## src/rtl/bpp_pkg.sv

```systemverilog
// Shared types and constants for the Bezier ping-pong trajectory generator.
// Holds the register index codes, the configuration bank struct and the
// sequencer step decode. No dependencies.
package bpp_pkg;

    // Configuration word widths
    localparam int CFG_W  = 48;
    localparam int STEP_W = 16;

    // Configuration register indexes
    typedef enum logic [1:0] {
        CFG_START = 2'd0,
        CFG_VIA   = 2'd1,
        CFG_END   = 2'd2,
        CFG_STEP  = 2'd3
    } t_cfg_idx;

    // Configuration bank as seen by the datapath
    typedef struct packed {
        logic [CFG_W-1:0]  start_pt;
        logic [CFG_W-1:0]  via_pt;
        logic [CFG_W-1:0]  end_pt;
        logic [STEP_W-1:0] step;
    } t_cfg_bank;

    // Sequencer step codes: three weight products, then three terms per axis
    typedef logic [3:0] t_step;
    localparam t_step STEP_UU   = 4'd0;
    localparam t_step STEP_UT   = 4'd1;
    localparam t_step STEP_TT   = 4'd2;
    localparam t_step STEP_X0   = 4'd3;
    localparam t_step STEP_Y0   = 4'd6;
    localparam t_step STEP_Z0   = 4'd9;
    localparam t_step STEP_LAST = 4'd11;
    localparam t_step STEP_NUM  = 4'd12;

    // Term codes within one axis: A weight, via weight, C weight
    typedef logic [1:0] t_term;
    localparam t_term TERM_A = 2'd0;
    localparam t_term TERM_B = 2'd1;
    localparam t_term TERM_C = 2'd2;

    // Axis served by a term step
    function automatic logic [1:0] step_axis(input t_step s);
        logic [1:0] r;
        r = 2'd0;
        case (s) inside
            [STEP_X0:STEP_Y0-4'd1]:   r = 2'd0;
            [STEP_Y0:STEP_Z0-4'd1]:   r = 2'd1;
            [STEP_Z0:STEP_LAST]:      r = 2'd2;
            default:                  r = 2'd0;
        endcase
        return r;
    endfunction

    // Bezier term served by a term step
    function automatic t_term step_term(input t_step s);
        t_term r;
        r = TERM_A;
        case (s) inside
            STEP_X0, STEP_Y0, STEP_Z0:                            r = TERM_A;
            STEP_X0 + 4'd1, STEP_Y0 + 4'd1, STEP_Z0 + 4'd1:       r = TERM_B;
            STEP_X0 + 4'd2, STEP_Y0 + 4'd2, STEP_Z0 + 4'd2:       r = TERM_C;
            default:                                              r = TERM_A;
        endcase
        return r;
    endfunction

endpackage

```

## src/rtl/bpp_ifs.sv

```systemverilog
// Valid/ready channel interfaces for the Bezier ping-pong trajectory generator:
// configuration writes, loop ticks and position results.
// Depends on bpp_pkg.
interface bpp_cfg_if ();
    logic                       valid;
    logic                       ready;
    bpp_pkg::t_cfg_idx          index;
    logic [bpp_pkg::CFG_W-1:0]  data;

    modport source (output valid, output index, output data, input ready);
    modport sink   (input valid, input index, input data, output ready);
endinterface

interface bpp_in_if ();
    logic valid;
    logic ready;
    logic advance;

    modport source (output valid, output advance, input ready);
    modport sink   (input valid, input advance, output ready);
endinterface

interface bpp_out_if #(
    parameter int COORD_WIDTH = 16
) ();
    logic                           valid;
    logic                           ready;
    logic signed [COORD_WIDTH-1:0]  pos_x;
    logic signed [COORD_WIDTH-1:0]  pos_y;
    logic signed [COORD_WIDTH-1:0]  pos_z;
    logic                           heading;
    logic                           sweep_end;

    modport source (output valid, output pos_x, output pos_y, output pos_z,
                    output heading, output sweep_end, input ready);
    modport sink   (input valid, input pos_x, input pos_y, input pos_z,
                    input heading, input sweep_end, output ready);
endinterface

```

## src/rtl/bezier_ping_pong_trajectory.sv

```systemverilog
// Channel  | Dir | Payload                                   | Accepted when
// i_cfg    | in  | index (2b), data (48b)                    | valid & ready
// i_in     | in  | advance (1b)                              | valid & ready
// o_out    | out | pos_x/y/z (COORD_WIDTH), heading, sweep_end | valid & ready
//
// One item runs 12 products through the shared multiplier (three curve weights,
// then three terms per axis), each captured in the product register and then
// folded; folding the last product moves to ST_DONE, which loads the result.
// i_in.ready is high only while idle, so a new item is taken only after the last
// one has loaded its result; a pending result does not block accepts, only the
// final load waits for o_out to drain.
// Reset is synchronous, active low; it clears the curve parameter and sweeps
// end to start. Depends on bpp_pkg, bpp_ifs, bpp_cfg_regs, bpp_mac.
module bezier_ping_pong_trajectory #(
    parameter int COORD_WIDTH     = 16,
    parameter int PARAM_FRAC_BITS = 16
) (
    input  logic    i_clk,
    input  logic    i_rst_n,
    bpp_cfg_if.sink i_cfg,
    bpp_in_if.sink  i_in,
    bpp_out_if.source o_out
);

    localparam int CW    = COORD_WIDTH;
    localparam int PF    = PARAM_FRAC_BITS;
    localparam int TW    = PF + 1;
    localparam int MA    = PF + 3;
    localparam int MB    = (PF + 2 > CW) ? PF + 2 : CW;
    localparam int PW    = MA + MB;
    localparam int AW    = PW + 2;
    localparam int RW    = AW - PF;
    localparam int SW    = ((TW > bpp_pkg::STEP_W) ? TW : bpp_pkg::STEP_W) + 1;
    localparam int EXT_W = (3 * CW > bpp_pkg::CFG_W) ? 3 * CW : bpp_pkg::CFG_W;

    localparam logic [TW-1:0]        T_ONE  = TW'(1) << PF;
    localparam logic [SW-1:0]        T_MAX  = SW'({TW{1'b1}});
    localparam logic signed [MA-1:0] U_ONE  = MA'(1) << PF;
    localparam logic signed [AW-1:0] HALF_A = AW'(1) << (PF - 1);
    localparam logic signed [PW:0]   HALF_W = (PW + 1)'(1) << (PF - 1);
    localparam logic signed [RW-1:0] SAT_HI = {{(RW - CW + 1){1'b0}}, {(CW - 1){1'b1}}};
    localparam logic signed [RW-1:0] SAT_LO = ~SAT_HI;

    typedef enum logic [1:0] {
        ST_IDLE,
        ST_RUN,
        ST_DONE
    } t_state;

    t_state                 r_state;
    bpp_pkg::t_step         r_step;
    bpp_pkg::t_step         r_cstep;
    logic                   r_cvalid;
    logic [TW-1:0]          r_t;
    logic                   r_dir;
    logic signed [MA-1:0]   r_w [3];
    logic signed [AW-1:0]   r_acc;
    logic signed [CW-1:0]   r_pos [3];
    logic                   r_ovalid;
    logic signed [CW-1:0]   r_opos [3];
    logic                   r_oheading;
    logic                   r_osweep;

    bpp_pkg::t_cfg_bank     cfg_bank;
    logic                   in_acc;
    logic                   out_load;
    logic                   flip;
    logic                   issue;
    logic [SW-1:0]          t_sum;
    logic [TW-1:0]          n_t;
    logic signed [MA-1:0]   t_a;
    logic signed [MA-1:0]   u_a;
    logic signed [MA-1:0]   op_a;
    logic signed [MB-1:0]   op_b;
    logic signed [PW-1:0]   prod;
    logic [EXT_W-1:0]       pt_ext;
    logic [1:0]             i_axis;
    bpp_pkg::t_term         i_term;
    logic [1:0]             c_axis;
    bpp_pkg::t_term         c_term;
    logic signed [AW-1:0]   p_ext;
    logic signed [AW-1:0]   n_acc;
    logic signed [AW-1:0]   r_sum;
    logic signed [RW-1:0]   rnd;
    logic signed [CW-1:0]   sat_val;
    logic signed [PW:0]     w_sum;
    logic signed [MA-1:0]   n_w;

    bpp_cfg_regs u_cfg (
        .i_clk   (i_clk),
        .i_rst_n (i_rst_n),
        .i_cfg   (i_cfg),
        .o_bank  (cfg_bank)
    );

    bpp_mac #(
        .A_W (MA),
        .B_W (MB)
    ) u_mac (
        .i_clk  (i_clk),
        .i_en   (issue),
        .i_a    (op_a),
        .i_b    (op_b),
        .o_prod (prod)
    );

    // Handshakes and sweep control
    assign i_in.ready = (r_state == ST_IDLE);
    assign in_acc     = i_in.valid && (r_state == ST_IDLE);
    assign out_load   = (r_state == ST_DONE) && (!r_ovalid || o_out.ready);
    assign flip       = (r_t > T_ONE);
    assign issue      = (r_state == ST_RUN) && (r_step < bpp_pkg::STEP_NUM);

    // Advance the parameter with saturation
    always_comb begin
        t_sum = SW'(r_t) + SW'(cfg_bank.step);
        n_t   = (t_sum > T_MAX) ? r_t | {TW{1'b1}} : t_sum[TW-1:0];
    end

    // Select multiplier operands for the issued step
    always_comb begin
        t_a    = MA'(r_t);
        u_a    = U_ONE - t_a;
        i_axis = bpp_pkg::step_axis(r_step);
        i_term = bpp_pkg::step_term(r_step);
        case (i_term)
            bpp_pkg::TERM_A: pt_ext = EXT_W'(r_dir ? cfg_bank.start_pt : cfg_bank.end_pt);
            bpp_pkg::TERM_B: pt_ext = EXT_W'(cfg_bank.via_pt);
            bpp_pkg::TERM_C: pt_ext = EXT_W'(r_dir ? cfg_bank.end_pt : cfg_bank.start_pt);
            default:         pt_ext = '0;
        endcase
        if (r_step < bpp_pkg::STEP_X0) begin
            op_a = (r_step == bpp_pkg::STEP_TT) ? t_a : u_a;
            op_b = (r_step == bpp_pkg::STEP_UU) ? MB'(u_a) : MB'(t_a);
        end else begin
            op_a = r_w[i_term];
            op_b = MB'($signed(pt_ext[i_axis * CW +: CW]));
        end
    end

    // Fold the registered product: round a weight or accumulate a term
    always_comb begin
        c_axis  = bpp_pkg::step_axis(r_cstep);
        c_term  = bpp_pkg::step_term(r_cstep);
        p_ext   = AW'(prod);
        n_acc   = (c_term == bpp_pkg::TERM_A) ? p_ext : r_acc + p_ext;
        r_sum   = n_acc + HALF_A;
        rnd     = r_sum[AW-1:PF];
        if (rnd > SAT_HI) begin
            sat_val = SAT_HI[CW-1:0];
        end else if (rnd < SAT_LO) begin
            sat_val = SAT_LO[CW-1:0];
        end else begin
            sat_val = rnd[CW-1:0];
        end
        w_sum = ((r_cstep == bpp_pkg::STEP_UT) ? {prod, 1'b0} : (PW + 1)'(prod)) + HALF_W;
        n_w   = w_sum[PF +: MA];
    end

    // Sequencer, datapath registers and output register
    always_ff @(posedge i_clk) begin
        if (!i_rst_n) begin
            r_state  <= ST_IDLE;
            r_step   <= '0;
            r_cstep  <= '0;
            r_cvalid <= 1'b0;
            r_t      <= '0;
            r_dir    <= 1'b0;
            r_ovalid <= 1'b0;
        end else begin
            // drop the result once taken, unless a new one loads now
            if (o_out.ready && !out_load) begin
                r_ovalid <= 1'b0;
            end
            case (r_state)
                ST_IDLE: begin
                    if (in_acc) begin
                        if (i_in.advance) begin
                            r_t <= n_t;
                        end
                        r_step   <= '0;
                        r_cvalid <= 1'b0;
                        r_state  <= ST_RUN;
                    end
                end
                ST_RUN: begin
                    if (issue) begin
                        r_step <= r_step + bpp_pkg::t_step'(1);
                    end
                    r_cstep  <= r_step;
                    r_cvalid <= issue;
                    if (r_cvalid) begin
                        if (r_cstep < bpp_pkg::STEP_X0) begin
                            r_w[r_cstep[1:0]] <= n_w;
                        end else begin
                            r_acc <= n_acc;
                            if (c_term == bpp_pkg::TERM_C) begin
                                r_pos[c_axis] <= sat_val;
                            end
                        end
                        if (r_cstep == bpp_pkg::STEP_LAST) begin
                            r_state <= ST_DONE;
                        end
                    end
                end
                ST_DONE: begin
                    r_cvalid <= 1'b0;
                    if (out_load) begin
                        r_ovalid   <= 1'b1;
                        r_opos     <= r_pos;
                        r_oheading <= r_dir;
                        r_osweep   <= flip;
                        if (flip) begin
                            r_t   <= '0;
                            r_dir <= ~r_dir;
                        end
                        r_state <= ST_IDLE;
                    end
                end
                default: begin
                    r_state <= ST_IDLE;
                end
            endcase
        end
    end

    assign o_out.valid     = r_ovalid;
    assign o_out.pos_x     = r_opos[0];
    assign o_out.pos_y     = r_opos[1];
    assign o_out.pos_z     = r_opos[2];
    assign o_out.heading   = r_oheading;
    assign o_out.sweep_end = r_osweep;

`ifndef ASSERT_OFF
    // A reversal restarts the parameter at zero
    ap_flip_clears_t: assert property (@(posedge i_clk) disable iff (!i_rst_n)
        (out_load && flip) |=> (r_t == '0))
        else $error("parameter not cleared on sweep reversal");

    // Direction toggles exactly when a reversal is reported
    ap_dir_toggle: assert property (@(posedge i_clk) disable iff (!i_rst_n)
        out_load |=> (r_dir == ($past(r_dir) ^ $past(flip))))
        else $error("direction changed without a reversal");

    // An accepted item starts a fresh sequence
    ap_accept_start: assert property (@(posedge i_clk) disable iff (!i_rst_n)
        in_acc |=> (r_state == ST_RUN && r_step == '0 && !r_cvalid))
        else $error("sequence did not restart on accept");

    // The folded product always belongs to the step issued just before
    ap_fold_order: assert property (@(posedge i_clk) disable iff (!i_rst_n)
        (r_state == ST_RUN && r_cvalid) |-> (r_cstep + bpp_pkg::t_step'(1) == r_step))
        else $error("product folded out of order");
`endif

endmodule

```

## src/rtl/bpp_cfg_regs.sv

```systemverilog
// Configuration register bank: control points and parameter step.
// Takes writes from the configuration channel. Depends on bpp_pkg, bpp_ifs.
module bpp_cfg_regs (
    input  logic                i_clk,
    input  logic                i_rst_n,
    bpp_cfg_if.sink             i_cfg,
    output bpp_pkg::t_cfg_bank  o_bank
);

    localparam logic [bpp_pkg::STEP_W-1:0] STEP_RESET = 16'd131;

    bpp_pkg::t_cfg_bank r_bank;

    // Always able to take a write
    assign i_cfg.ready = 1'b1;
    assign o_bank      = r_bank;

    // Write the addressed register
    always_ff @(posedge i_clk) begin
        if (!i_rst_n) begin
            r_bank.start_pt <= '0;
            r_bank.via_pt   <= '0;
            r_bank.end_pt   <= '0;
            r_bank.step     <= STEP_RESET;
        end else if (i_cfg.valid) begin
            case (i_cfg.index)
                bpp_pkg::CFG_START: r_bank.start_pt <= i_cfg.data;
                bpp_pkg::CFG_VIA:   r_bank.via_pt   <= i_cfg.data;
                bpp_pkg::CFG_END:   r_bank.end_pt   <= i_cfg.data;
                bpp_pkg::CFG_STEP:  r_bank.step     <= i_cfg.data[bpp_pkg::STEP_W-1:0];
                default: begin
                end
            endcase
        end
    end

endmodule

```

## src/rtl/bpp_mac.sv

```systemverilog
// Shared signed multiplier with a registered product.
// Used for every weight and every coordinate term. No dependencies.
module bpp_mac #(
    parameter int A_W = 19,
    parameter int B_W = 18
) (
    input  logic                    i_clk,
    input  logic                    i_en,
    input  logic signed [A_W-1:0]   i_a,
    input  logic signed [B_W-1:0]   i_b,
    output logic signed [A_W+B_W-1:0] o_prod
);

    logic signed [A_W+B_W-1:0] r_prod;

    // Capture one product per issued step
    always_ff @(posedge i_clk) begin
        if (i_en) begin
            r_prod <= i_a * i_b;
        end
    end

    assign o_prod = r_prod;

endmodule

```

## src/flat_wrapper.sv

```systemverilog
// flat-port wrapper written by rule: the top's interface ports become plain ports
module bezier_ping_pong_trajectory_flat 
#(
    parameter int COORD_WIDTH     = 16,
    parameter int PARAM_FRAC_BITS = 16
)
  (i_clk, i_rst_n, i_cfg_valid, i_cfg_index, i_cfg_data, i_cfg_ready, i_in_valid, i_in_advance, i_in_ready, o_out_valid, o_out_pos_x, o_out_pos_y, o_out_pos_z, o_out_heading, o_out_sweep_end, o_out_ready);
  bpp_cfg_if i_cfg_i ();
  bpp_in_if i_in_i ();
  bpp_out_if #(.COORD_WIDTH(COORD_WIDTH)) o_out_i ();
  input  logic i_clk;
  input  logic i_rst_n;
  input wire logic [$bits(i_cfg_i.valid)-1:0] i_cfg_valid;
  input wire logic [$bits(i_cfg_i.index)-1:0] i_cfg_index;
  input wire logic [$bits(i_cfg_i.data)-1:0] i_cfg_data;
  output wire logic [$bits(i_cfg_i.ready)-1:0] i_cfg_ready;
  input wire logic [$bits(i_in_i.valid)-1:0] i_in_valid;
  input wire logic [$bits(i_in_i.advance)-1:0] i_in_advance;
  output wire logic [$bits(i_in_i.ready)-1:0] i_in_ready;
  output wire logic [$bits(o_out_i.valid)-1:0] o_out_valid;
  output wire logic [$bits(o_out_i.pos_x)-1:0] o_out_pos_x;
  output wire logic [$bits(o_out_i.pos_y)-1:0] o_out_pos_y;
  output wire logic [$bits(o_out_i.pos_z)-1:0] o_out_pos_z;
  output wire logic [$bits(o_out_i.heading)-1:0] o_out_heading;
  output wire logic [$bits(o_out_i.sweep_end)-1:0] o_out_sweep_end;
  input wire logic [$bits(o_out_i.ready)-1:0] o_out_ready;
  assign i_cfg_i.valid = i_cfg_valid;
  assign i_cfg_i.index = i_cfg_index;
  assign i_cfg_i.data = i_cfg_data;
  assign i_cfg_ready = i_cfg_i.ready;
  assign i_in_i.valid = i_in_valid;
  assign i_in_i.advance = i_in_advance;
  assign i_in_ready = i_in_i.ready;
  assign o_out_valid = o_out_i.valid;
  assign o_out_pos_x = o_out_i.pos_x;
  assign o_out_pos_y = o_out_i.pos_y;
  assign o_out_pos_z = o_out_i.pos_z;
  assign o_out_heading = o_out_i.heading;
  assign o_out_sweep_end = o_out_i.sweep_end;
  assign o_out_i.ready = o_out_ready;
  bezier_ping_pong_trajectory #(.COORD_WIDTH(COORD_WIDTH), .PARAM_FRAC_BITS(PARAM_FRAC_BITS)) u_core (.i_clk(i_clk), .i_rst_n(i_rst_n), .i_cfg(i_cfg_i), .i_in(i_in_i), .o_out(o_out_i));
endmodule
```

## config.mk

```make
export PLATFORM = sky130hd
export DESIGN_NAME = bezier_ping_pong_trajectory_flat
export DESIGN_NICKNAME = d
export VERILOG_FILES = /design/src/rtl/bpp_pkg.sv /design/src/rtl/bpp_ifs.sv /design/src/rtl/bezier_ping_pong_trajectory.sv /design/src/rtl/bpp_cfg_regs.sv /design/src/rtl/bpp_mac.sv /design/src/flat_wrapper.sv
export SDC_FILE = /design/constraint.sdc
export NUM_CORES = 2
export LEC_CHECK = 0
export BUFFER_PORTS_ARGS = -buffer_cell sky130_fd_sc_hd__buf_2
export CAP_MARGIN = 20
export CELL_PAD_IN_SITES_DETAIL_PLACEMENT = 2
export CELL_PAD_IN_SITES_GLOBAL_PLACEMENT = 2
export CORE_AREA = 2 2 316 318
export DETAILED_ROUTE_END_ITERATION = 12
export DIE_AREA = 0 0 318 320
export PLACE_DENSITY = 0.81
export SLEW_MARGIN = 20
export SYNTH_ARGS = -nofsm -noshare
export SYNTH_HDL_FRONTEND = slang
export SYNTH_SLANG_ARGS = --single-unit
export TNS_END_PERCENT = 30
```

## constraint.sdc

```tcl
create_clock -name i_clk -period 16.6 [get_ports i_clk]
set_clock_uncertainty 0.1 [all_clocks]
set_input_delay 3.32 -clock i_clk [delete_from_list [all_inputs] [get_ports i_clk]]
set_output_delay 3.32 -clock i_clk [all_outputs]
set_load 0.05 [all_outputs]
```

==> out/qor.txt <==
DRT
--------------------------------------------------------------------------------
Drt total wl                                                              130 mm
Routed wire length per instance                                          25.4 um
Routed met1 length                                                       53.2 mm
Wire length on met3                                                      6.71 mm
DRC violation count after routing                                              0
Total number of vias                                                       28.6k
First DRT Iteration DRCs                                                   1,989
Met2 routed WL                                                           65.2 mm
Count of nets left with antenna violations after detail routing                0
Mean number of vias per cell                                                5.57
Topmost layer with routed signal wires                                      met5
First drt pass iteration count                                                 7

CRITICAL PATH
--------------------------------------------------------------------------------
Crit path max-delay cell type                                       sky130_fd_sc_hd__a31o_2
Biggest cell delay along the critical path                                630 ps
Required time worst endpoint                                           16,830 ps
Most used cell, CP                                                  sky130_fd_sc_hd__fa_1
Crit path capture type                                                 flip-flop
Register-to-Register Path Depth                                               36
Critical path class                                                 flip-flop to flip-flop
Worst EP arrival                                                       11,610 ps
Reg-to-reg setup timing slack                                            5220 ps
Critical path fanouts, max                                                    47
Nature of the critical path startpoint                                 flip-flop

PWR
--------------------------------------------------------------------------------
Pwr Total                                                                7.67 mW
Net Sw Power                                                             3.89 mW
Internal cell power                                                      3.78 mW
Pwr per Cell Area                                                    203 nW/um^2
Worst supply voltage drop on vdd                                        0.245 mV
Clock network power share                                                  0.151
Switching share of total power                                             0.507
Combinational cell fraction of total power                                 0.659
LEAKAGE                                                                  15.7 nW
Sequential power share                                                     0.190

OUTCOME
--------------------------------------------------------------------------------
Run status                                                          complete, no violations

PLACEMENT
--------------------------------------------------------------------------------
Quantity of I/O buffers inserted on ports                                    107
DP HPWL                                                                  95.2 mm
Global placement routability congestion                                    0.862

MIN PATH
--------------------------------------------------------------------------------
Path class of the lowest-slack min-delay path                       flip-flop to flip-flop
Worst hold stages                                                              0

STA
--------------------------------------------------------------------------------
Fmax                                                                    87.9 MHz
Number of failing setup endpoints in the final timing report                   0
Fin crit share                                                             0.686
Final Slew Violations                                                          0
TNS Setup                                                                   0 ps
Worst max-slew margin expressed relative to the limit                      0.231
Final critical delay including setup and external delays               11,380 ps
Final Hold Vio Count                                                           0
Setup repair after global routing missed its margin                           no
Measured slew at the worst slew-check pin                                1120 ps

FLOORPLAN
--------------------------------------------------------------------------------
Overall die area                                                    102,000 um^2
Horizontal die dimension                                                  318 um
Starting density of the core                                               0.348
Vert. Die Dim                                                             320 um
Area of the core                                                     98,000 um^2
Number of rows in the core area                                              115
Top-level port count                                                         109

FINAL LAYOUT
--------------------------------------------------------------------------------
Ratio of cells with drive above 1 in the final layout                     0.0775
Area growth, synth to finish                                               10.8%
Fillers                                                                    10.7k
Final-stage net count                                                      4,364

CTS
--------------------------------------------------------------------------------
CTS Hold Buffers Added                                                         0
Post-CTS Resized                                                               0
Buffer levels on the longest clock path                                        3
Clock network latency to the later pin of the worst-skew pair             630 ps
TritonCTS clock tree                                                         yes
Clock root cell                                                     sky130_fd_sc_hd__clkbuf_16
Clock transition at path regs                                              70 ps
CTS Buf Count                                                                 47
Post-CTS setup repair buffer count                                             0
H-tree Lvls                                                                    2
Count of clock tree sinks                                                    421

GLOBAL ROUTING
--------------------------------------------------------------------------------
Wire length of the first global-routing pass                              200 mm
Total gr overflow                                                              0
Number of antenna violations at the first check in global routing              4
Pin count of the biggest net entering global routing                          66
Total routing resource utilization after global routing                    0.255
Number of global-route vias before repair                                  32.4k

SYNTH
--------------------------------------------------------------------------------
EDFF count, synth                                                            231
Post-synthesis async set-or-reset flop share                                   0
Sequential fraction of the synthesis area                                  0.315
Gate Count Post-Synth                                                      3,785
Synth Cell Area                                                      34,100 um^2
Unique cell type count in the Yosys netlist                                   82
Main flop type after synthesis                                      sky130_fd_sc_hd__edfxtp_1
Total number of yosys warnings                                                 0
Flop and latch count out of synthesis                                        421
Post-synthesis average cell area                                       9.02 um^2
Syn nets                                                                   4,345

FLOW RUN
--------------------------------------------------------------------------------
Number of max-cap violations                                                   0

==> per-stage QoR <==
step	worst slack, ps	util	instances	cell area, um^2	hold WS, ps
2_1_floorplan	7000	-	3785	34100	300
3_3_place_gp	5870	0.369	5042	36100	301
3_5_place_dp	5550	0.369	5042	36100	305
4_1_cts	5350	0.386	5130	37800	317
5_1_grt	4690	0.386	5131	37800	323
6_report	5220	0.386	5131	37800	318
==> power groups by stage <==
stage               clock network [mW]  logic, mW  registers, mW
finish                            1.16       5.06           1.46
global placement                     0       4.62           1.47
global route                      1.21       5.58           1.46
detailed placement                   0       4.95           1.47
CTS                               1.17       5.05           1.45
floorplan                            0       3.26           1.39
==> path summary, 6_finish.rpt <==
kind               startpoint                       to
max reg2reg  u_core.r_step[0]  u_core.u_mac.o_prod[36]
min reg2reg  u_core.r_pos[44]   u_core.o_out.pos_x[12]
max          u_core.r_step[0]  u_core.u_mac.o_prod[36]
min          u_core.r_pos[44]   u_core.o_out.pos_x[12]
==> synth_stat cells, types with 12 or more instances <==
master,count,area (um^2)
sky130_fd_sc_hd__ha_1,157,1960
sky130_fd_sc_hd__and2_1,20,125
sky130_fd_sc_hd__o21a_1,20,150
sky130_fd_sc_hd__fa_1,347,6950
sky130_fd_sc_hd__buf_2,12,60.1
sky130_fd_sc_hd__dfxtp_1,190,3800
sky130_fd_sc_hd__or3_1,15,93.8
sky130_fd_sc_hd__buf_1,17,63.8
sky130_fd_sc_hd__o21bai_1,12,90.1
sky130_fd_sc_hd__mux2i_1,33,330
sky130_fd_sc_hd__a21oi_1,188,941
sky130_fd_sc_hd__nand2_1,710,2670
sky130_fd_sc_hd__a21boi_0,175,1310
sky130_fd_sc_hd__o21ai_0,108,541
sky130_fd_sc_hd__nand3_1,58,290
sky130_fd_sc_hd__nand4_1,24,150
sky130_fd_sc_hd__nor3_1,27,135
sky130_fd_sc_hd__or2_2,15,93.8
sky130_fd_sc_hd__nand2b_1,36,225
sky130_fd_sc_hd__and3_1,13,81.3
sky130_fd_sc_hd__a211oi_1,17,128
sky130_fd_sc_hd__edfxtp_1,231,6940
sky130_fd_sc_hd__xnor2_1,76,666
sky130_fd_sc_hd__o31ai_1,14,105
sky130_fd_sc_hd__inv_1,475,1780
sky130_fd_sc_hd__xor2_1,40,350
sky130_fd_sc_hd__clkbuf_1,159,597
sky130_fd_sc_hd__nor2b_1,20,125
sky130_fd_sc_hd__nor2_1,306,1150
sky130_fd_sc_hd__a221oi_1,25,219
sky130_fd_sc_hd__a221o_1,28,280
sky130_fd_sc_hd__a31oi_1,21,131
sky130_fd_sc_hd__o211ai_1,30,225
sky130_fd_sc_hd__a21o_1,33,248
==> area by class of cell <==
| class | instances | area [um^2] | share of cell area |
|---|---|---|---|
| Antenna cell | 1 | 2.50 | 0.0000662 |
| Clock buffer | 62 | 1280 | 0.0339 |
| Clock inverter | 26 | 384 | 0.0102 |
| Inverter | 476 | 1790 | 0.0473 |
| Multi-Input combinational cell | 2697 | 21100 | 0.557 |
| Sequential cell | 421 | 10700 | 0.284 |
| Tap cell | 1287 | 1610 | 0.0426 |
| Timing Repair Buffer | 161 | 943 | 0.0249 |
==> critical path, delay by kind of cell (launching register included) <==
| kind | cells | cell delay (ps) |
|---|---|---|
| buffers and inverters | 6 | 1400 |
| XOR/XNOR | 1 | 90 |
| AND/OR/NAND/NOR | 5 | 950 |
| AO/OA/AOI/OAI | 15 | 4060 |
| multiplexers | 1 | 240 |
| flip-flops | 1 | 390 |
| adder cells (fa/ha/maj) | 8 | 3850 |
==> per-layer routing <==
metal	GRT usage	vias up
li1	-	12524
met4	0.0961	4
met3	0.0336	247
met5	0	-
met2	0.454	797
met1	0.312	15015
==> placed cells by master (no fill, tap or decap), types with 40 or more instances in the layout <==
cell type,netlist,layout
sky130_fd_sc_hd__nand2_1,710,709
sky130_fd_sc_hd__inv_1,475,475
sky130_fd_sc_hd__fa_1,347,347
sky130_fd_sc_hd__nor2_1,306,304
sky130_fd_sc_hd__edfxtp_1,231,231
sky130_fd_sc_hd__dfxtp_1,190,190
sky130_fd_sc_hd__a21oi_1,188,183
sky130_fd_sc_hd__a21boi_0,175,175
sky130_fd_sc_hd__ha_1,157,157
sky130_fd_sc_hd__o21ai_0,108,107
sky130_fd_sc_hd__buf_2,12,106
sky130_fd_sc_hd__xnor2_1,76,76
sky130_fd_sc_hd__nand3_1,58,58
sky130_fd_sc_hd__buf_4,1,55
sky130_fd_sc_hd__clkbuf_16,0,47
sky130_fd_sc_hd__xor2_1,40,40
==> sequential cells by signal, summed over array words and instances, names as in the netlist <==
register / cells
u_core.o_out.valid: 1
u_core.r_t: 17
u_core.r_state: 2
u_core.r_cstep: 4
u_core.r_cvalid: 1
u_core.r_step: 4
u_core.r_acc: 39
u_core.o_out.heading: 1
u_core.o_out.pos_y: 16
u_core.o_out.pos_x: 16
u_core.r_dir: 1
u_core.o_out.sweep_end: 1
u_core.o_out.pos_z: 16
u_core.u_cfg.o_bank: 160
u_core.u_mac.o_prod: 37
u_core.r_w: 57
u_core.r_pos: 48
==> cells by family after synthesis <==
group,Yosys count,share of synthesized area
mux,38,0.0113
buf+inv,667,0.0743
other cells,1,0.000110
fa+ha+maj,504,0.261
flops,421,0.315
compound gates,757,0.149
xor+xnor,116,0.0298
simple gates,1281,0.160
Power figures use the tool's default switching activity.
